$ cat src/hdl/gsp_pkg.sv
// ----------------------------------------------------------------------------
// gsp_pkg
// Shared types, constants and the coefficient table for the gas sensor ppm filter.
// ----------------------------------------------------------------------------
package gsp_pkg;

    localparam int SAMPLE_BITS      = 12;
    localparam int OVERSAMPLE_COUNT = 32;
    localparam int OVS_SHIFT        = $clog2(OVERSAMPLE_COUNT);
    localparam int COUNT_BITS       = OVS_SHIFT;
    localparam int SUM_BITS         = SAMPLE_BITS + OVS_SHIFT;
    localparam int QUEUE_DEPTH      = 4;

    localparam int WEIGHT_BITS = 17;
    localparam int RES_BITS    = 16;
    localparam int LOG_BITS    = 23;
    localparam int EP_BITS     = 41;

    localparam logic [SAMPLE_BITS-1:0] FULL_SCALE = '1;
    localparam logic [WEIGHT_BITS-1:0] WEIGHT_ONE = 17'd65536;
    localparam logic [EP_BITS-1:0]     LOG2_GAIN_Q32 = 41'd433812 << 16;
    localparam logic [17:0]            SLOPE_Q16  = 18'd95551;
    localparam logic [31:0]            Q16_MAX    = 32'hFFFF_FFFF;

    // configuration register indexes
    localparam logic [1:0] REG_SMOOTHING_WEIGHT     = 2'd0;
    localparam logic [1:0] REG_LOAD_RESISTANCE      = 2'd1;
    localparam logic [1:0] REG_CLEAN_AIR_RESISTANCE = 2'd2;

    localparam logic [WEIGHT_BITS-1:0] RST_SMOOTHING_WEIGHT     = 17'd6554;
    localparam logic [RES_BITS-1:0]    RST_LOAD_RESISTANCE      = 16'd2560;
    localparam logic [RES_BITS-1:0]    RST_CLEAN_AIR_RESISTANCE = 16'd3840;

    typedef logic [SAMPLE_BITS-1:0] sample_t;

    typedef struct packed {
        logic [WEIGHT_BITS-1:0] smoothing_weight;
        logic [RES_BITS-1:0]    load_resistance;
        logic [RES_BITS-1:0]    clean_air_resistance;
    } gsp_cfg_t;

    // c_k = floor(sqrt(c_(k-1) * 2^30)), c_0 = 2.0 in Q1.30; entry k-1 holds c_k
    function automatic logic [511:0] exp_coef_table();
        logic [511:0] tbl;
        logic [63:0]  c;
        logic [63:0]  v;
        logic [63:0]  res;
        logic [63:0]  bit_w;
        tbl = '0;
        c   = 64'd1 << 31;
        for (int k = 0; k < 16; k++) begin
            v     = c << 30;
            res   = '0;
            bit_w = 64'd1 << 62;
            for (int j = 0; j < 32; j++) begin
                if (v >= res + bit_w) begin
                    v   = v - (res + bit_w);
                    res = (res >> 1) + bit_w;
                end else begin
                    res = res >> 1;
                end
                bit_w = bit_w >> 2;
            end
            c = res;
            tbl[k*32 +: 32] = c[31:0];
        end
        return tbl;
    endfunction

endpackage

$ cat src/hdl/gsp_front.sv
// ----------------------------------------------------------------------------
// gsp_front
// Sample accumulator: sums a block of samples and emits the truncated mean.
// ----------------------------------------------------------------------------
module gsp_front (
    input  logic                 aclk,
    input  logic                 aresetn,
    input  logic                 s_valid,
    output logic                 s_ready,
    input  gsp_pkg::sample_t     s_sample,
    input  logic                 s_ok,
    output logic                 blk_valid,
    input  logic                 blk_ready,
    output gsp_pkg::sample_t     blk_avg
);

    logic [gsp_pkg::SUM_BITS-1:0]   sum_reg, sum_next;
    logic [gsp_pkg::COUNT_BITS-1:0] count_reg, count_next;
    logic [gsp_pkg::SUM_BITS-1:0]   sum_add;
    logic                           accept;
    logic                           last;

    // queue full stalls the whole input, simple and enough at sensor rates
    assign s_ready = blk_ready;
    assign accept  = s_valid && s_ready;
    assign last    = (count_reg == gsp_pkg::COUNT_BITS'(gsp_pkg::OVERSAMPLE_COUNT - 1));
    assign sum_add = sum_reg + (s_ok ? gsp_pkg::SUM_BITS'(s_sample) : '0);

    assign blk_valid = accept && last;
    assign blk_avg   = sum_add[gsp_pkg::SUM_BITS-1:gsp_pkg::OVS_SHIFT];

    always_comb begin
        sum_next   = sum_reg;
        count_next = count_reg;
        if (accept) begin
            if (last) begin
                sum_next   = '0;
                count_next = '0;
            end else begin
                sum_next   = sum_add;
                count_next = count_reg + 1'b1;
            end
        end
    end

    always_ff @(posedge aclk) begin
        if (!aresetn) begin
            sum_reg   <= '0;
            count_reg <= '0;
        end else begin
            sum_reg   <= sum_next;
            count_reg <= count_next;
        end
    end

endmodule

$ cat config.mk
export PLATFORM = sky130hd
export DESIGN_NAME = gsp_front
export DESIGN_NICKNAME = d
export VERILOG_FILES = /design/src/hdl/gsp_pkg.sv /design/src/hdl/gsp_front.sv
export SDC_FILE = /design/constraint.sdc
export NUM_CORES = 1
export LEC_CHECK = 0
export BUFFER_PORTS_ARGS = -buffer_cell sky130_fd_sc_hd__buf_2
export CAP_MARGIN = 20
export CORE_UTILIZATION = 50
export CTS_CLUSTER_DIAMETER = 60
export DETAILED_ROUTE_END_ITERATION = 8
export PLACE_DENSITY = 0.73
export SLEW_MARGIN = 40
export SYNTH_ARGS = -nofsm -noshare
export SYNTH_HDL_FRONTEND = slang
export SYNTH_SLANG_ARGS = --single-unit
export TNS_END_PERCENT = 5
$ cat constraint.sdc
create_clock -name aclk -period 5.73 [get_ports aclk]
set_clock_uncertainty 0.1 [all_clocks]
set_input_delay 1.146 -clock aclk [delete_from_list [all_inputs] [get_ports aclk]]
set_output_delay 1.146 -clock aclk [all_outputs]
set_load 0.03 [all_outputs]
; ---- Word level (Yosys, flattened, before mapping)
; Index checks and enable logic that the tools add are counted.
; Widths: inputs -> output; s select.
[classes]
mux = 3
n_reduce_logical = 2
add_sub_neg = 2
n_eq_ne = 1
[op_table]
columns = op, count
row1 = $add 17x12->17, 1
row2 = $mux 17, 1
row3 = $mux 12, 1
row4 = $add 5x1->5 const B, 1
row5 = $eq 5x5->1 const B, 1
row6 = $mux 5, 1
row7 = $logic_and 1x1->1, 2
[totals]
register_bits = 22
wordCells = 10
output_inout_bits = 14

; ---- Depth between registers and ports, before layout
; Gate-level depths: netlist of the first run.
[depth]
depth_word = 3
ltp_mapped = 10
ltp_nobuf = 9

; ---- Worst setup path before layout of the first run
; No wires, ideal clock.
[synth_timing]
path_type = input to output
startpoint = in s_ok
endpoint = out blk_avg[8]
required_time_ns = 4.484
path_slack_ns = 1.076
t_arrival_ns = 3.408
path_stages = 9
cell_sequence = clkbuf_1 -> and2_1 -> ha_1 -> a21o_1 -> a31o_2 -> a41oi_1 -> a2bb2oi_1 -> a21boi_0 -> xor2_1
[synth_via]
elab_chain_len = 2
[synth_lines]
columns = element, line_no
row1 = from (decl), gsp_front.sv:11  ; input logic s_ok,
row2 = $mux 12, gsp_front.sv:27  ; assign sum_add = sum_reg + (s_ok ? gsp_pkg::SUM_BITS'(s_sample) : '0);
row3 = $add 17x12->17, gsp_front.sv:27
row4 = to (decl), gsp_front.sv:14  ; output gsp_pkg::sample_t blk_avg
; No other way between the ends.

; ---- Worst setup path in the final report of the first run
[layout_timing]
startpoint = in s_ok
endpoint = out blk_avg[10]
; Same word-level chain as after synthesis.

==> results of run 1 <==
## path summary, 6_finish.rpt
check	end	depth (start not counted)	start	slack [ns]
min	count_reg[4]$_SDFFE_PN0P_	2	count_reg[4]$_SDFFE_PN0P_	0.38
min reg2reg	count_reg[4]$_SDFFE_PN0P_	2	count_reg[4]$_SDFFE_PN0P_	0.38
max	blk_avg[10]	10	s_ok	0.89
max reg2reg	sum_reg[10]$_SDFFE_PN0P_	8	sum_reg[0]$_SDFFE_PN0P_	3.13
## layout by cell type (no fill, tap or decap), types with 2 or more instances in the layout
cell type / count
sky130_fd_sc_hd__buf_2: 30
sky130_fd_sc_hd__xnor2_1: 6
sky130_fd_sc_hd__clkbuf_4: 3
sky130_fd_sc_hd__and3_1: 2
sky130_fd_sc_hd__ha_1: 14
sky130_fd_sc_hd__a21o_1: 4
sky130_fd_sc_hd__nand3_1: 5
sky130_fd_sc_hd__nand4_1: 4
sky130_fd_sc_hd__nand2_1: 16
sky130_fd_sc_hd__nor2b_1: 10
sky130_fd_sc_hd__and2_1: 16
sky130_fd_sc_hd__dfxtp_1: 22
sky130_fd_sc_hd__nor3_1: 4
sky130_fd_sc_hd__nor4_1: 2
sky130_fd_sc_hd__xor2_1: 9
sky130_fd_sc_hd__inv_1: 3
sky130_fd_sc_hd__o21ai_0: 7
sky130_fd_sc_hd__nor3b_1: 2
sky130_fd_sc_hd__a22o_1: 6
sky130_fd_sc_hd__a41oi_1: 2
sky130_fd_sc_hd__a22oi_1: 3
sky130_fd_sc_hd__a21oi_1: 16
sky130_fd_sc_hd__nor2_1: 10
sky130_fd_sc_hd__a21boi_0: 3
## metal layers
metal	wire length (um)	track usage, %	vias up
li1	-	-	751
met1	1700	26.5	705
met2	1840	40.9	25
met3	83	2.18	6
met4	44	9.18	0
met5	0	0	-
## power breakdown
group          switching, mW  internal, mW
Clock                 0.0515        0.0388
Combinational         0.0486        0.0288
Sequential           0.00325         0.157
## area by class of cell
cell class | instances | area share (%)
Timing Repair Buffer | 30 | 8.28
Tap cell | 44 | 3.03
Multi-Input combinational cell | 159 | 61.8
Clock buffer | 4 | 2.00
Sequential cell | 22 | 24.3
Inverter | 3 | 0.621
## per-stage QoR
step / hold WS (ns) / cells / area [sq um] / setup WS, ns
2_1_floorplan: 0.348 / 196 / 1620 / 1.08
3_3_place_gp: 0.355 / 258 / 1780 / 0.974
3_5_place_dp: 0.364 / 258 / 1780 / 0.897
4_1_cts: 0.382 / 262 / 1810 / 0.895
5_1_grt: 0.419 / 262 / 1810 / 0.712
6_report: 0.379 / 262 / 1810 / 0.889
## critical path: cells and delay by family
family          cells  cell delay (ns)
compound gates      5             1.36
simple gates        1             0.16
fa+ha+maj           1             0.35
buf+inv             2             0.38
xor+xnor            1             0.18
## cells by family after synthesis
| logic type | share of synthesized area [%] |
|---|---|
| AO/OA/AOI/OAI | 25.2 |
| XOR/XNOR | 8.10 |
| adder cells (fa/ha/maj) | 12.0 |
| buffers and inverters | 3.78 |
| flip-flops | 27.1 |
| AND/OR/NAND/NOR | 23.7 |
==> out/results.md, run 1 <==
| Stage | Metric | Reported |
|:---|:---|:---|
| timing | Peak Freq | 0.207 GHz |
| timing | Number of endpoints failing setup at the final stage | 0 |
| synth | Post-synthesis sequential area ratio | 27.1% |
| worst setup path | Critical path type | input port to output pin |
| cts | Clk Latency, worst-skew pair | 0.31 ns |
| worst setup path | Cell with the most instances on the worst path | sky130_fd_sc_hd__buf_2 |
| synth | Cells after synthesis | 196 |
| synth | Post-synthesis cell area | 0.00162 sq mm |
| timing | Number of slew-limit violations in the final report | 0 |
| die | DIE HEIGHT | 59.0 um |
| global routing | Wire length of the first global-routing pass | 5980 um |
| outcome | Status | finished, final reports clean |
| final layout | Flip-flop count of the largest register after layout | 17 |
| final layout | Area grow syn2layout | 11.8% |
| cts | Number of CTS-inserted buffers | 3 |
| die | Placement Rows | 20 |
| cts | Post-CTS setup repair buffer count | 0 |
| cts | Total of cells resized after clock tree synthesis | 0 |
| route | Drt pass-1 iters | 4 |
| power and ir drop | Total power | 328 uW |
| cts | Clock-pin slew on the worst setup and hold paths | 0.13 ns |
| timing | Min Clock Period, post-route | 4.84 ns |
| worst setup path | CP cell instances | buf_2, and2_1, ha_1, a21o_1, a31o_2, a41oi_1, a2bb2oi_1, a21oi_1, xor2_1, buf_2 |
| timing | Final hold viol count | 0 |
| placement | Count of input and output buffers | 30 |
| global routing | Via count of the first global-routing pass | 1,372 |
| timing | Final TNS setup | 0 ns |
| synth | Synth Warn # | 0 |
| timing | Transition time of the tightest slew-check pin | 0.679 ns |
| global routing | Largest net degree at the start of global routing | 23 |
| synth | Net count after synthesis | 228 |
| route | Routed via count | 1,487 |
| synth | Register bit total from synthesis | 22 |
| placement | GP Congestion | 0.853 |
| timing | Relative slew slack | 54.6% |
| final layout | Antenna diodes | 0 |
| worst setup path | Top fanout value on the critical path | 12 |
| worst setup path | Critical Path Sink Type | output pin |
| power and ir drop | Total power density per cell area | 181 mW/mm^2 |
| synth | Count of different cell masters after synthesis | 44 |
| synth | Cell accounting for the most synthesized area | sky130_fd_sc_hd__dfxtp_1 |
| die | Initial standard-cell utilization of the core | 52.7% |
| final layout | Area of combinational cells with multiple inputs | 0.00112 sq mm |
| synth | Number of flops mapped to enable cells by yosys | 0 |
| die | I/O Pins | 31 |
| final layout | Sequential cell area | 440 sq um |
| final layout | Final cell utilization of the core | 58.9% |
| timing | RSZ-0062 raised after global routing | no |
| worst setup path | Critical Path Max Stage Delay | 0.39 ns |
| placement | Placed wire-length estimate after detailed placement | 2740 um |
| route | Drt wl/cell | 14.0 um |
| synth | Average cell area after synthesis | 8.28 sq um |
| cts | Clock Tree Buf Depth | 2 |
| route | Final routed DRC violation total | 0 |
| die | Area inside the core boundary | 0.00308 sq mm |
| hold path | Hold WC Path Type | register to register |
| worst setup path | Data arrival at the endpoint of the critical path | 3.60 ns |
| power and ir drop | IR Drop Worst-Case VDD | 0.131 mV |
| global routing | Number of antenna violations at the first check in global routing | 0 |
| final layout | Fill cell instance count of the final layout | 307 |
| synth | Async SR Flop Fraction | 0% |
| cts | Clock root buffer | sky130_fd_sc_hd__clkbuf_4 |
| worst setup path | Worst endpoint required time | 4.48 ns |
| route | Wire length after detailed routing | 3660 um |
| synth | Top cells by count, synth | 22 x sky130_fd_sc_hd__dfxtp_1, 16 x sky130_fd_sc_hd__a21oi_1, 16 x sky130_fd_sc_hd__and2_1, 16 x sky130_fd_sc_hd__nand2_1, 14 x sky130_fd_sc_hd__ha_1 |
| final layout | Share of cells above drive strength 1 | 18.3% |
| die | DIE AREA | 0.00348 sq mm |
| route | DR vias/cell | 5.68 |
| synth | Fraction of synthesized cell area taken by the top area cell type | 27.1% |
| flow run | Maxcap violations | 0 |
| global routing | Total congestion overflow | 0 |
| final layout | # nets final | 251 |
| global routing | Overall fraction of global-route tracks in use | 22.4% |
| cts | TritonCTS Sinks | 22 |
| route | DRT iter0 DRCs | 50 |
| timing | Tcrit/Tclk final | 84.5% |
| route | Remaining antenna violation count | 0 |
| synth | Leading post-synthesis cells by cell area | sky130_fd_sc_hd__dfxtp_1 27%, sky130_fd_sc_hd__ha_1 11%, sky130_fd_sc_hd__and2_1 6.2% |
| synth | Leading register cell type out of synthesis | sky130_fd_sc_hd__dfxtp_1 |
| cts | Hold-fix buffer count after cts | 0 |
| die | Die W | 59.0 um |
| power and ir drop | Leak Pwr | 0.815 nW |
| worst setup path | Slowest cell on crit path | sky130_fd_sc_hd__a2bb2oi_1 |
| synth | Top-count cell post-synth | sky130_fd_sc_hd__dfxtp_1 |
| cts | H-tree lvl count | 1 |
| cts | Clock tree from TritonCTS | built |
| worst setup path | Type of origin of the critical path | input port |
Power figures use the tool's default switching activity.
==> run 2: changes to the inputs <==
- clock period: 5.73 -> 4.47 ns (I/O delays scaled with it)
==> out/results.md, run 2 (synthesis results as in run 1) <==
| Stage | Metric | Reported | Change |
|:---|:---|:---|:---|
| outcome | Status | finished, final reports clean | unchanged |
| worst setup path | Data arrival at the endpoint of the critical path | 3.29 ns | was 3.60 ns |
| cts | Clock root buffer | sky130_fd_sc_hd__clkbuf_4 | unchanged |
| worst setup path | Setup slack of the most critical reg-to-reg path | 1.92 ns | was 3.13 ns |
| cts | Total of cells resized after clock tree synthesis | 0 | unchanged |
| route | Remaining antenna violation count | 0 | unchanged |
| worst setup path | Worst endpoint required time | 3.48 ns | was 4.48 ns |
| worst setup path | Top fanout value on the critical path | 12 | unchanged |
| cts | Clock tree from TritonCTS | built | unchanged |
| die | Die W | 59.0 um | unchanged |
| die | DIE HEIGHT | 59.0 um | unchanged |
| timing | RSZ-0062 raised after global routing | no | unchanged |
| placement | GP Congestion | 0.827 | was 0.853 |
| route | Drt wl/cell | 13.5 um | was 14.0 um |
| worst setup path | Critical path type | input port to output pin | unchanged |
| placement | Placed wire-length estimate after detailed placement | 2570 um | was 2740 um |
| worst setup path | Buf/Inv on CP | 2 | unchanged |
| flow run | Maxcap violations | 0 | unchanged |
| cts | Number of CTS-inserted buffers | 3 | unchanged |
| timing | Final hold viol count | 0 | unchanged |
| worst setup path | Slowest cell on crit path | sky130_fd_sc_hd__fa_1 | was sky130_fd_sc_hd__a2bb2oi_1 |
| placement | Placed cell count | 260 | was 258 |
| timing | Min Clock Period, post-route | 4.28 ns |  |
| global routing | Number of antenna violations at the first check in global routing | 0 | unchanged |
| final layout | Antenna diodes | 0 | unchanged |
| power and ir drop | IR Drop Worst-Case VDD | 0.111 mV | was 0.131 mV |
| route | Drt pass-1 iters | 4 | unchanged |
| worst setup path | CP cell instances | buf_2, and2_1, ha_1, fa_1, a21o_1, a221oi_2, nor3_1, a2111oi_2, xnor2_1, buf_2 | was buf_2, and2_1, ha_1, a21o_1, a31o_2, a41oi_1, a2bb2oi_1, a21oi_1, xor2_1, buf_2 |
| die | I/O Pins | 31 | unchanged |
| timing | Transition time of the tightest slew-check pin | 0.648 ns | was 0.679 ns |
| final layout | Flip-flop count of the largest register after layout | 17 | unchanged |
| hold path | Hold WC Path Type | register to register | unchanged |
| worst setup path | Critical Path Sink Type | output pin | unchanged |
| route | DR vias/cell | 5.58 | was 5.68 |
| final layout | Area grow syn2layout | 13.7% | was 11.8% |
| global routing | Overall fraction of global-route tracks in use | 21.9% | was 22.4% |
| cts | Hold-fix buffer count after cts | 0 | unchanged |
| cts | Clock-pin slew on the worst setup and hold paths | 0.14 ns | was 0.13 ns |
| route | Final routed DRC violation total | 0 | unchanged |
| global routing | Largest net degree at the start of global routing | 23 | unchanged |
| power and ir drop | Total power density per cell area | 252 mW/mm^2 | was 181 mW/mm^2 |
| final layout | # nets final | 253 | was 251 |
| final layout | Sequential cell area | 440 sq um | unchanged |
| timing | Fin Hold WS | 0.378 ns | was 0.379 ns |
| die | Placement Rows | 20 | unchanged |
| cts | Clk Latency, worst-skew pair | 0.32 ns | was 0.31 ns |
| timing | Peak Freq | 0.234 GHz |  |
| final layout | Area of combinational cells with multiple inputs | 0.00112 sq mm | unchanged |
| worst setup path | Type of origin of the critical path | input port | unchanged |
| die | Initial standard-cell utilization of the core | 52.7% | unchanged |
| final layout | Commonest non-fill, non-tap cells in the layout | 30 x sky130_fd_sc_hd__buf_2, 22 x sky130_fd_sc_hd__dfxtp_1, 16 x sky130_fd_sc_hd__and2_1, 16 x sky130_fd_sc_hd__nand2_1, 16 x sky130_fd_sc_hd__a21oi_1 | unchanged |
| timing | Final TNS setup | 0 ns | unchanged |
| route | DRT iter0 DRCs | 69 | was 50 |
| timing | Number of endpoints failing setup at the final stage | 0 | unchanged |
| timing | Tcrit/Tclk final | 95.8% |  |
| final layout | Share of cells above drive strength 1 | 19.1% | was 18.3% |
| timing | Relative slew slack | 56.7% | was 54.6% |
| global routing | Wire length of the first global-routing pass | 5810 um | was 5980 um |
| cts | Clock Tree Buf Depth | 2 | unchanged |
| worst setup path | Top Family by Delay on Critical Path | compound AO/OA/AOI/OAI gates | unchanged |
| global routing | Total congestion overflow | 0 | unchanged |
| cts | TritonCTS Sinks | 22 | unchanged |
| global routing | Via count of the first global-routing pass | 1,388 | was 1,372 |
| die | Area inside the core boundary | 0.00308 sq mm | unchanged |
| route | Wire length after detailed routing | 3570 um | was 3660 um |
| placement | Count of input and output buffers | 30 | unchanged |
| power and ir drop | Leak Pwr | 0.830 nW | was 0.815 nW |
| final layout | Final Instance Count excl. Fillers | 264 | was 262 |
| route | Routed via count | 1,473 | was 1,487 |
| cts | Post-CTS setup repair buffer count | 0 | unchanged |
| final layout | Most common library cell in the layout ignoring fill and taps | sky130_fd_sc_hd__buf_2 | unchanged |
| die | DIE AREA | 0.00348 sq mm | unchanged |
| worst setup path | Cell with the most instances on the worst path | sky130_fd_sc_hd__buf_2 | unchanged |
| cts | H-tree lvl count | 1 | unchanged |
| timing | Number of slew-limit violations in the final report | 0 | unchanged |
| final layout | Fill cell instance count of the final layout | 278 | was 307 |
| worst setup path | Critical Path Max Stage Delay | 0.41 ns | was 0.39 ns |
==> run 2: cell types whose count changed in the layout (fill, tap and decap cells not counted), sizes merged <==
cell and change:
buf +2, bufinv +1, clkbuf -1
==> run 2: per-stage QoR <==
step	power [mW]	util, %	instance area, sq um	setup slack [ns]
2_1_floorplan	0.282	-	1620	0.320
3_3_place_gp	0.306	58.3	1790	0.292
3_5_place_dp	0.308	58.3	1790	0.207
4_1_cts	0.465	60.0	1850	0.198
5_1_grt	0.483	60.0	1850	0.0691
6_report	0.465	60.0	1850	0.188
==> run 2: area by class of cell <==
class / count / area share, %
clock inverters: 1 / 1.63
multi-input cells: 159 / 60.7
inverters: 3 / 0.610
clock buffers: 3 / 1.22
flip-flops and latches: 22 / 23.9
well taps: 44 / 2.98
repair buffers: 32 / 8.95
==> run 2: where the power goes <==
group / total [mW] / switching (mW) / internal [mW]
Sequential: 0.206 / 0.00422 / 0.202
Combinational: 0.0999 / 0.0627 / 0.0372
Clock: 0.159 / 0.0680 / 0.0907
==> run 2: tightest hold or removal path: cells and delay by family (launching register included) <==
family           cells  cell delay (ns)
AO/OA/AOI/OAI        1             0.06
flip-flops           1             0.34
AND/OR/NAND/NOR      1             0.05
==> run 2: path summary, 6_finish.rpt <==
check / from / to / cells after the start
max: s_ok / blk_avg[5] / 10
min: count_reg[4]$_SDFFE_PN0P_ / count_reg[4]$_SDFFE_PN0P_ / 2
max reg2reg: sum_reg[0]$_SDFFE_PN0P_ / sum_reg[10]$_SDFFE_PN0P_ / 8
min reg2reg: count_reg[4]$_SDFFE_PN0P_ / count_reg[4]$_SDFFE_PN0P_ / 2
==> run 2: routing by layer <==
layer  GRT usage (%)  part of all wire, %  vias up
met5               0                    0        -
met4            12.9                  2.3        0
met3            2.84                  3.1        9
met2            36.7                   47       37
met1            26.7                   48      674
li1                -                    -      753
