--- config.mk ---
export PLATFORM = sky130hd
export DESIGN_NAME = gsp_queue
export DESIGN_NICKNAME = d
export VERILOG_FILES = /design/src/hdl/gsp_pkg.sv /design/src/hdl/gsp_queue.sv
export SDC_FILE = /design/constraint.sdc
export NUM_CORES = 1
export LEC_CHECK = 0
export ABC_AREA = 0
export BUFFER_PORTS_ARGS = -buffer_cell sky130_fd_sc_hd__buf_2
export CAP_MARGIN = 10
export CORE_MARGIN = 3
export CORE_UTILIZATION = 50
export DETAILED_ROUTE_END_ITERATION = 12
export PLACE_DENSITY = 0.75
export SLEW_MARGIN = 20
export SYNTH_ARGS = -nofsm -noshare
export SYNTH_HDL_FRONTEND = slang
export SYNTH_SLANG_ARGS = --single-unit
--- constraint.sdc ---
create_clock -name aclk -period 2.3 [get_ports aclk]
set_clock_uncertainty 0.2 [all_clocks]
set_input_delay 0.46 -clock aclk [delete_from_list [all_inputs] [get_ports aclk]]
set_output_delay 0.46 -clock aclk [all_outputs]
set_load 0.01 [all_outputs]
--- src/hdl/gsp_pkg.sv ---
// ----------------------------------------------------------------------------
// gsp_pkg
// Shared types, constants and the coefficient table for the gas sensor ppm filter.
// ----------------------------------------------------------------------------
package gsp_pkg;

    localparam int SAMPLE_BITS      = 12;
    localparam int OVERSAMPLE_COUNT = 32;
    localparam int OVS_SHIFT        = $clog2(OVERSAMPLE_COUNT);
    localparam int COUNT_BITS       = OVS_SHIFT;
    localparam int SUM_BITS         = SAMPLE_BITS + OVS_SHIFT;
    localparam int QUEUE_DEPTH      = 4;

    localparam int WEIGHT_BITS = 17;
    localparam int RES_BITS    = 16;
    localparam int LOG_BITS    = 23;
    localparam int EP_BITS     = 41;

    localparam logic [SAMPLE_BITS-1:0] FULL_SCALE = '1;
    localparam logic [WEIGHT_BITS-1:0] WEIGHT_ONE = 17'd65536;
    localparam logic [EP_BITS-1:0]     LOG2_GAIN_Q32 = 41'd433812 << 16;
    localparam logic [17:0]            SLOPE_Q16  = 18'd95551;
    localparam logic [31:0]            Q16_MAX    = 32'hFFFF_FFFF;

    // configuration register indexes
    localparam logic [1:0] REG_SMOOTHING_WEIGHT     = 2'd0;
    localparam logic [1:0] REG_LOAD_RESISTANCE      = 2'd1;
    localparam logic [1:0] REG_CLEAN_AIR_RESISTANCE = 2'd2;

    localparam logic [WEIGHT_BITS-1:0] RST_SMOOTHING_WEIGHT     = 17'd6554;
    localparam logic [RES_BITS-1:0]    RST_LOAD_RESISTANCE      = 16'd2560;
    localparam logic [RES_BITS-1:0]    RST_CLEAN_AIR_RESISTANCE = 16'd3840;

    typedef logic [SAMPLE_BITS-1:0] sample_t;

    typedef struct packed {
        logic [WEIGHT_BITS-1:0] smoothing_weight;
        logic [RES_BITS-1:0]    load_resistance;
        logic [RES_BITS-1:0]    clean_air_resistance;
    } gsp_cfg_t;

    // c_k = floor(sqrt(c_(k-1) * 2^30)), c_0 = 2.0 in Q1.30; entry k-1 holds c_k
    function automatic logic [511:0] exp_coef_table();
        logic [511:0] tbl;
        logic [63:0]  c;
        logic [63:0]  v;
        logic [63:0]  res;
        logic [63:0]  bit_w;
        tbl = '0;
        c   = 64'd1 << 31;
        for (int k = 0; k < 16; k++) begin
            v     = c << 30;
            res   = '0;
            bit_w = 64'd1 << 62;
            for (int j = 0; j < 32; j++) begin
                if (v >= res + bit_w) begin
                    v   = v - (res + bit_w);
                    res = (res >> 1) + bit_w;
                end else begin
                    res = res >> 1;
                end
                bit_w = bit_w >> 2;
            end
            c = res;
            tbl[k*32 +: 32] = c[31:0];
        end
        return tbl;
    endfunction

endpackage

--- src/hdl/gsp_queue.sv ---
// ----------------------------------------------------------------------------
// gsp_queue
// Short queue of block averages between the accumulator and the math engine.
// ----------------------------------------------------------------------------
module gsp_queue #(
    parameter int DEPTH = gsp_pkg::QUEUE_DEPTH
) (
    input  logic             aclk,
    input  logic             aresetn,
    input  logic             wr_valid,
    output logic             wr_ready,
    input  gsp_pkg::sample_t wr_data,
    output logic             rd_valid,
    input  logic             rd_ready,
    output gsp_pkg::sample_t rd_data
);

    localparam int PTR_BITS = (DEPTH > 1) ? $clog2(DEPTH) : 1;
    localparam int CNT_BITS = $clog2(DEPTH + 1);

    gsp_pkg::sample_t    mem [DEPTH];
    logic [PTR_BITS-1:0] wr_ptr_reg, wr_ptr_next;
    logic [PTR_BITS-1:0] rd_ptr_reg, rd_ptr_next;
    logic [CNT_BITS-1:0] fill_reg, fill_next;
    logic                push, pop;

    assign wr_ready = (fill_reg != CNT_BITS'(DEPTH));
    assign rd_valid = (fill_reg != '0);
    assign rd_data  = mem[rd_ptr_reg];
    assign push     = wr_valid && wr_ready;
    assign pop      = rd_valid && rd_ready;

    always_comb begin
        wr_ptr_next = wr_ptr_reg;
        rd_ptr_next = rd_ptr_reg;
        fill_next   = fill_reg;
        if (push) begin
            wr_ptr_next = (wr_ptr_reg == PTR_BITS'(DEPTH - 1)) ? '0 : wr_ptr_reg + 1'b1;
        end
        if (pop) begin
            rd_ptr_next = (rd_ptr_reg == PTR_BITS'(DEPTH - 1)) ? '0 : rd_ptr_reg + 1'b1;
        end
        case ({push, pop})
            2'b10:   fill_next = fill_reg + 1'b1;
            2'b01:   fill_next = fill_reg - 1'b1;
            default: fill_next = fill_reg;
        endcase
    end

    always_ff @(posedge aclk) begin
        if (push) begin
            mem[wr_ptr_reg] <= wr_data;
        end
    end

    always_ff @(posedge aclk) begin
        if (!aresetn) begin
            wr_ptr_reg <= '0;
            rd_ptr_reg <= '0;
            fill_reg   <= '0;
        end else begin
            wr_ptr_reg <= wr_ptr_next;
            rd_ptr_reg <= rd_ptr_next;
            fill_reg   <= fill_next;
        end
    end

endmodule

-- Word-level counts from Yosys, hierarchy flattened
Memory sizes are Yosys's and may differ from the RTL's. A register that Yosys moved wholly into a read port is not among the register bits.
Cells that the tools add are included.
- $add $sub $neg: 4
- equality and inequality tests: 5
- reduce and logical (&&, ||, !) cells: 4
- multiplexer cells: 7
- operator list (cell ; number):
    2-bit 2-to-1 mux ; 4
    2-bit == test, second input constant ; 3
    3-bit case mux with 2 select lines ; 1
    2-bit by 1-bit adder with 2-bit output, second input constant ; 2
    3-bit by 1-bit adder with 3-bit output, second input constant ; 1
    3-bit != test, second input constant ; 1
    3-bit nonzero test ; 1
    3-bit by 1-bit subtractor with 3-bit output, second input constant ; 1
    2-bit by 1-bit == test with 1-bit output, second input constant ; 1
    1-bit logical AND ; 2
    1-bit 2-to-1 mux ; 2
    2-bit nonzero test ; 1
- word-level logic and storage cells: 24
- RAM bits: 48
- register bits: 7
- memories kept: 1
- input port bits: 16
- memories (memory ; depth ; bits a word ; read ports ; clocked after memory_dff ; wr ports ; RTL line ; source):
    mem ; 4 ; 12 ; 1 ; 1 ; 1 ; gsp_queue.sv:21 ; gsp_pkg::sample_t mem [DEPTH];

-- Longest topological paths before layout
Gate-level depths: netlist of run 1.
- word-level depth: 4
- mapped depth: 10
- depth with buffers taken out: 9

-- Least setup slack after synthesis of run 1
Ideal clock, no wire load.
- path type: reg2reg
- from: reg fill_reg[2]
- to: reg fill_reg[2]
- path buffers: 1
- required time: 2.030 ns
- setup time: 0.070 ns
- period minus slack after synthesis: 2.552 ns
- setup slack: -0.252 ns
- stages on the path, launching flop included: 11
- arrival: 2.282 ns
- cells stage by stage: dfxtp_1 > or3b_1 > buf_6 > and2_4 > inv_1 > ha_1 > inv_1 > fa_1 > xor2_1 > or3_2 > a21boi_1
- longest elaborated chain between the ends: 4
- elaborated cells on any way between the ends: 10
- ends and longest elaborated chain (what ; RTL line ; source):
    start: declaration ; gsp_queue.sv:24 ; logic [CNT_BITS-1:0] fill_reg, fill_next;
    start signal: assignment ; gsp_queue.sv:64 ; fill_reg <= fill_next;
    3-bit != test * ; gsp_queue.sv:27 ; assign wr_ready = (fill_reg != CNT_BITS'(DEPTH));
    named net wr_ready ; gsp_queue.sv:11 ; output logic wr_ready,
    1-bit logical AND * ; gsp_queue.sv:30 ; assign push = wr_valid && wr_ready;
    2-bit by 1-bit == test with 1-bit output or 2-bit == test (tied branches) ; gsp_queue.sv:43 ; case ({push, pop})
    3-bit case mux with 2 select lines or 2-bit nonzero test (tied branches) ; n/a ;
Mark *: on every way through the listed nets, which the timed path passes. The rest lies on a longest branch.
A chain may end at the register's enable or synchronous reset.

-- Worst setup path after layout of run 1
- from: reg fill_reg[0]
- to: reg fill_reg[2]
- longest elaborated chain between the ends: 4
- elaborated cells on any way between the ends: 10
- ends and longest elaborated chain (what ; RTL line):
    3-bit != test or 3-bit nonzero test (tied branches) ; gsp_queue.sv:27, gsp_queue.sv:28
    1-bit logical AND, on equally long branches ; gsp_queue.sv:30, gsp_queue.sv:31
    2-bit by 1-bit == test with 1-bit output or 2-bit == test (tied branches) ; gsp_queue.sv:43
    3-bit case mux with 2 select lines or 2-bit nonzero test (tied branches) ; n/a
Parallel ways exist; a longest one is shown, timed or not.

==> flow_summary.json, run 1 <==
{
  "die_y_um": 72.74,
  "number_of_violations_reported_at_the_end_of_detailed_routing_iteration_0": 119,
  "grt-ovfl-total": 0,
  "cp_slowest_stage_delay_ps": 390,
  "timing.max_slew.rel_slack_pct": 58.25,
  "start_kind": "flop",
  "grt_pass1_wl_um": 5802,
  "clock_power_share_pct": 29.1,
  "port-buffer-count": 29,
  "combinational_family_with_the_most_area_after_synthesis": "multiplexers",
  "num-fill-cells": 289,
  "setup_violations": 0,
  "route.met2.wl_um": 1746,
  "timing.final.crit_share_pct": 99.45,
  "data_arrival_at_the_endpoint_of_the_critical_path_ps": 2340,
  "cts-hold-fix-buffers": 0,
  "synth.yosys.warnings": 0,
  "mostFrequentLayoutCell": "sky130_fd_sc_hd__edfxtp_1",
  "detailedRoute.firstPassIterationCount": 4,
  "finalWeightedCongestion": 0.7491,
  "vias": 1131,
  "synth_compound_gate_area_share_pct": 1.798,
  "worst_setup_hold_path_clk_slew_ps": 60,
  "p_sw_mw": 0.7982,
  "synthAdderAreaFrac_pct": 4.270,
  "tritoncts": "done",
  "netSwitchingFraction_pct": 26.55,
  "grt_util_all_layers_pct": 15.60,
  "grt_pass1_vias": 1218,
  "route.antenna.remaining_nets": 0,
  "p_leak_nw": 0.9961,
  "cts.path.max_buffers": 2,
  "crit_slowest_cell": "sky130_fd_sc_hd__or3b_4",
  "holdCritPathClass": "in2reg",
  "post-place-cells": 201,
  "ff_latch_count_synth": 57,
  "p_per_area_nw_per_um2": 1109,
  "share_of_total_power_in_sequential_cells_pct": 43.9,
  "slew_viol_final": 0,
  "grt_start_max_net_pins": 13,
  "drt-wirelength-per-cell_um": 16.31,
  "routed_wirelength_um": 3556,
  "final_cell_area_sq_um": 2711,
  "placement_rows": 23,
  "io_pins": 30,
  "initial_utilization_pct": 53.74,
  "syn_inst": 118,
  "htreeDepth": 3,
  "routed.top_layer": "met4",
  "setup.worst_path.class": "reg2reg",
  "detail_routed_via_count_per_cell": 5.188,
  "synth_nets": 141,
  "clock-sinks": 57,
  "synth.lib_cells_used.distinct": 27,
  "synth_simple_gate_area_share_pct": 5.393,
  "numCtsBuffers": 9,
  "max-vdd-ir-drop_uv": 607.8,
  "largest_reg_flops": 48,
  "dr_wl_met3_um": 221,
  "synthesis.area_sq_um": 2227,
  "worst_r2r_path_depth": 9,
  "ys_seq_area_share_pct": 72.81,
  "clock_insertion_delay_worst_skew_ps": 320,
  "final_cell_mix": "sky130_fd_sc_hd__edfxtp_1, sky130_fd_sc_hd__buf_2, sky130_fd_sc_hd__mux4_2",
  "routedLengthMet1_um": 1517,
  "clock_tree.root_cell": "sky130_fd_sc_hd__clkbuf_8",
  "grt_setup_unrepaired": "true",
  "flow.area_growth_from_synthesis_pct": 21.74,
  "yosys-mux-area-fraction_pct": 12.58,
  "p_int_mw": 2.208,
  "syn_avg_cell_area_sq_um": 18.87,
  "max_slew.worst_pin.slew_ps": 626.2,
  "max_cap_viols": 0,
  "drc": 0,
  "cp_data_required_time_ps": 2360,
  "depth_of_the_worst_hold_timing_path": 1,
  "fp.coreArea_sq_um": 4144,
  "num-nets-final": 186,
  "critPathMostFrequentCell": "sky130_fd_sc_hd__inv_2",
  "power.combinational.fraction_pct": 27.1,
  "clock.fmax_mhz": 437.2,
  "antenna_violations_before_repair": 0,
  "finalWorstPathRequiredPeriod_ps": 2287,
  "die_area_sq_um": 5291,
  "layout_cells_sized_above_1_pct": 47.02,
  "crit_path_end_kind": "flop",
  "synth-xor-area-share_pct": 0.7865,
  "critical_path.cell_chain": "or3b_4 -> and2_4 -> inv_2 -> ha_4 -> inv_2 -> fa_2 -> xor2_1 -> or3_4 -> a21boi_2",
  "die_w_um": 72.74,
  "fin_worst_hold_slack_ps": 148.0,
  "antennaDiodeCount": 0,
  "hold_viol_final": 0,
  "status": "complete, no violations",
  "crit_path_max_fanout": 2,
  "dpl-instance-area_sq_um": 2502,
  "post_layout_nonfiller_instances": 218
}
-- final timing paths --
check / slack (ps) / start / to
setup / recovery: 10 / fill_reg[0] / fill_reg[2]
hold reg to reg: 310 / wr_ptr_reg[1] / wr_ptr_reg[1]
hold / removal: 150 / wr_data[7] / mem[0][7]
setup reg to reg: 10 / fill_reg[0] / fill_reg[2]
-- timing repair --
action                                  CTS  global route
setup buffers                             1             0
gates resized for setup                   3             0
pin swaps                                 3             1
endpoints found under the setup margin    5             1
-- final cells by class --
class	instances	area, sq um	area share, %
Sequential cell	57	1625	59.94
Multi-Input combinational cell	50	578.1	21.32
Timing Repair Buffer	38	225.2	8.306
Clock buffer	14	183.9	6.784
Tap cell	50	62.56	2.307
Inverter	7	26.28	0.9691
Clock inverter	2	10.01	0.3692
-- critical path: cells and delay by family (launching register included) --
kind / cells / cell delay [ps]
AOI/OAI and AO/OA: 1 / 120
xor gates and xnor gates: 1 / 160
adders and majority gates: 2 / 460
buffers and inverters: 2 / 90
DFF: 1 / 320
and+or+nand+nor: 3 / 870
-- power groups by stage --
stage	registers [mW]	logic (mW)	clock network, mW
floorplan	1.33	0.518	0
global placement	1.33	0.780	0
detailed placement	1.34	0.812	0
CTS	1.32	0.828	0.887
global route	1.33	0.890	0.940
finish	1.32	0.813	0.874
-- cells in the mapped netlist, drive strengths merged --
library cell | count | share of area, %
xnor2 | 1 | 0.39
and2 | 3 | 0.96
o31ai | 1 | 0.34
xor2 | 1 | 0.39
nand2 | 6 | 1.0
or3b | 1 | 0.39
fa | 1 | 0.90
buf | 3 | 1.0
o21ai | 5 | 1.1
nor2 | 2 | 0.34
a21boi | 1 | 0.34
nand4 | 1 | 0.28
edfxtp | 48 | 65
dfxtp | 9 | 8.1
nand3 | 2 | 0.45
or3 | 2 | 0.67
ha | 6 | 3.4
mux2i | 1 | 0.45
mux4 | 12 | 12
clkbuf | 1 | 0.17
inv | 7 | 1.2
and3 | 4 | 1.3
-- logic make-up (layout without fill, tap and decap cells) --
family | after synthesis | after routing
multiplexers | 13 | 13
flip-flops | 57 | 57
AND/OR/NAND/NOR | 21 | 21
buffers and inverters | 11 | 61
adder cells (fa/ha/maj) | 7 | 7
XOR/XNOR | 2 | 2
AO/OA/AOI/OAI | 7 | 7
-- metal layers --
metal | GRT usage (%) | up-vias
met4 | 7.377 | 0
met5 | 0 | -
met2 | 23.95 | 33
li1 | - | 544
met1 | 18.77 | 547
met3 | 7.163 | 7
-- stage by stage --
step                setup WS [ps]  power (mW)  TNS, ps  util (%)
floorplan                  -83.91       1.847   -83.91         -
global placement            25.51       2.107        0     60.39
detailed placement         -51.71       2.152   -51.71     60.39
CTS                        -8.900       3.036   -8.900     65.43
global route               -48.45       3.162   -48.45     65.43
finish                      12.65       3.006        0     65.43
Note: power is estimated with default switching activity, not from simulation.
==> run 2: changes to the inputs <==
--- a/config.mk
+++ b/config.mk
@@ -6,10 +6,11 @@
 export NUM_CORES = 1
 export LEC_CHECK = 0
 export ABC_AREA = 0
-export BUFFER_PORTS_ARGS = -buffer_cell sky130_fd_sc_hd__buf_2
+export BUFFER_PORTS_ARGS = -buffer_cell sky130_fd_sc_hd__buf_4
 export CAP_MARGIN = 10
 export CORE_MARGIN = 3
 export CORE_UTILIZATION = 50
+export CTS_CLUSTER_SIZE = 14
 export DETAILED_ROUTE_END_ITERATION = 12
 export PLACE_DENSITY = 0.75
 export SLEW_MARGIN = 20
==> run 2 against run 1 <==
Against the previous run: cell area grew 1.6%; fmax shrank 1.4%; combinational power grew 10%; critical path depth is the same; non-clock buffer count is the same; routed wire length grew 3.5%; critical path type unchanged; cell count is the same; power shrank 0.98%; sequential power is essentially flat; setup slack lost 32 ps; via count grew 4.3%; register-to-register slack lost 30 ps; the run now ends with negative setup slack left.
==> flow_summary.json, run 2 (synthesis results as in run 1) <==
{
  "status": "finished with violations",
  "violations": "negative setup slack",
  "num-fill-cells": 285,
  "critPathBufInv": 2,
  "cts-hold-fix-buffers": 0,
  "clock-sinks": 57,
  "mostFrequentLayoutCell": "sky130_fd_sc_hd__edfxtp_1",
  "flow.area_growth_from_synthesis_pct": 23.65,
  "detail_routed_via_count_per_cell": 5.413,
  "crit_path_max_fanout": 3,
  "cp_slowest_stage_delay_ps": 390,
  "dp_hpwl_um": 2508,
  "layout_cells_sized_above_1_pct": 44.64,
  "grt_setup_unrepaired": "true",
  "slew_viol_final": 0,
  "worst-r2r-setup-slack_ps": -20,
  "placement_rows": 23,
  "final.setup.worst_slack_ps": -19.08,
  "start_kind": "flop",
  "fp.coreArea_sq_um": 4144,
  "final_cell_mix": "sky130_fd_sc_hd__edfxtp_1, sky130_fd_sc_hd__buf_4, sky130_fd_sc_hd__mux4_2",
  "p_per_area_nw_per_um2": 1081,
  "p_leak_nw": 1.001,
  "antenna_violations_before_repair": 0,
  "antennaDiodeCount": 0,
  "max_cap_viols": 0,
  "tritoncts": "done",
  "io_pins": 30,
  "cp_data_required_time_ps": 2350,
  "finalWeightedCongestion": 0.7676,
  "worst_setup_hold_path_clk_slew_ps": 60,
  "timing.max_slew.rel_slack_pct": 57.78,
  "grt-ovfl-total": 0,
  "critical_path.cell_chain": "or3b_4 -> and2_4 -> inv_2 -> ha_4 -> inv_2 -> fa_2 -> xor2_2 -> or3_4 -> a21boi_1",
  "setup_violations": 1,
  "initial_utilization_pct": 53.74,
  "crit_slowest_cell": "sky130_fd_sc_hd__or3b_4",
  "critPathMostFrequentCell": "sky130_fd_sc_hd__inv_2",
  "die_y_um": 72.74,
  "data_arrival_at_the_endpoint_of_the_critical_path_ps": 2370,
  "clock_insertion_delay_worst_skew_ps": 320,
  "hold_viol_final": 0,
  "number_of_violations_reported_at_the_end_of_detailed_routing_iteration_0": 43,
  "register_area_sq_um": 1625,
  "die_area_sq_um": 5291,
  "cts.path.max_buffers": 2,
  "grt_use_met3_pct": 5.234,
  "groute.layer.met1.usage_pct": 18.17,
  "grt_pass1_vias": 1258,
  "timing.final.crit_share_pct": 100.8,
  "htreeDepth": 3,
  "max_slew.worst_pin.slew_ps": 633.3,
  "largest_delay_contributor_family_on_the_critical_path": "simple AND/OR/NAND/NOR gates",
  "route.antenna.remaining_nets": 0,
  "clock.fmax_mhz": 431.2,
  "largest_reg_flops": 48,
  "worst_setup_slack_post_dpl_ps": -52.56,
  "grt_util_all_layers_pct": 16.21,
  "routed_wirelength_um": 3682,
  "setup.worst_path.class": "reg2reg",
  "grt_start_max_net_pins": 13,
  "clock_tree.root_cell": "sky130_fd_sc_hd__clkbuf_8",
  "crit_path_end_kind": "flop",
  "utilization_after_layout_pct": 66.46,
  "grt-busiest-layer": "met2",
  "drt-wirelength-per-cell_um": 16.89,
  "numCtsBuffers": 9,
  "gr-usage-met2_pct": 25.45,
  "max-vdd-ir-drop_uv": 758.7,
  "vias": 1180,
  "post-place-cells": 201,
  "multi_input_area_sq_um": 581.8,
  "holdCritPathClass": "in2reg",
  "die_w_um": 72.74,
  "num-nets-final": 186,
  "grt_pass1_wl_um": 5989,
  "post_layout_nonfiller_instances": 218,
  "port-buffer-count": 29,
  "finalWorstPathRequiredPeriod_ps": 2319,
  "drc": 0,
  "detailedRoute.firstPassIterationCount": 4
}
## run 2: changes by cell type in the layout (fill, tap and decap cells not counted), moves of 2 or more
cell / change
sky130_fd_sc_hd__clkbuf_1: +4
sky130_fd_sc_hd__buf_2: -29
sky130_fd_sc_hd__buf_4: +29
sky130_fd_sc_hd__clkinv_2: -2
## run 2: routing by layer
metal  vias up  wire, um
li1        547         -
met3        13       218
met5         -         0
met1       583      1454
met2        37      1889
met4         0       119
## run 2: final timing paths
check,cells after the start,from,endpoint
worst max-delay path,9,fill_reg[0],fill_reg[2]
worst min-delay path,1,wr_data[3],mem[0][3]
worst max register to register,9,fill_reg[0],fill_reg[2]
worst min register to register,2,wr_ptr_reg[1],wr_ptr_reg[1]
## run 2: timing repair
item                       in CTS  in global routing
cloned                          0                  0
pin swaps                       2                  0
resized for setup               3                  0
setup buffers                   1                  0
setup endpoints to repair       5                  1
## run 2: where the power goes
group / switching [mW] / internal [mW]
logic: 0.395 / 0.502
registers: 0.0543 / 1.26
clock network: 0.340 / 0.423
## run 2: layout make-up
type	count	share of cell area [%]
Tap cell	50	2.272
Timing Repair Buffer	38	10.81
Sequential cell	57	59.02
Clock buffer	16	5.816
Multi-Input combinational cell	50	21.13
Inverter	7	0.9541
## run 2: metrics by stage
| step | hold WS, ps | power, mW | instance area, sq um | TNS (ps) |
|---|---|---|---|---|
| 2_1_floorplan | 267.7 | 1.847 | 2248 | -83.91 |
| 3_3_place_gp | 286.3 | 2.179 | 2575 | 0 |
| 3_5_place_dp | 302.6 | 2.224 | 2575 | -52.56 |
| 4_1_cts | 117.6 | 3.011 | 2754 | -15.77 |
| 5_1_grt | 112.5 | 3.146 | 2754 | -51.54 |
| 6_report | 131.4 | 2.977 | 2754 | -19.08 |
## run 2: worst reg2reg max path: cells and delay by family, from the launching register on
kind,cells,cell delay (ps)
AND/OR/NAND/NOR,3,870
adder cells (fa/ha/maj),2,480
flip-flops,1,310
XOR/XNOR,1,160
AO/OA/AOI/OAI,1,120
buffers and inverters,2,100
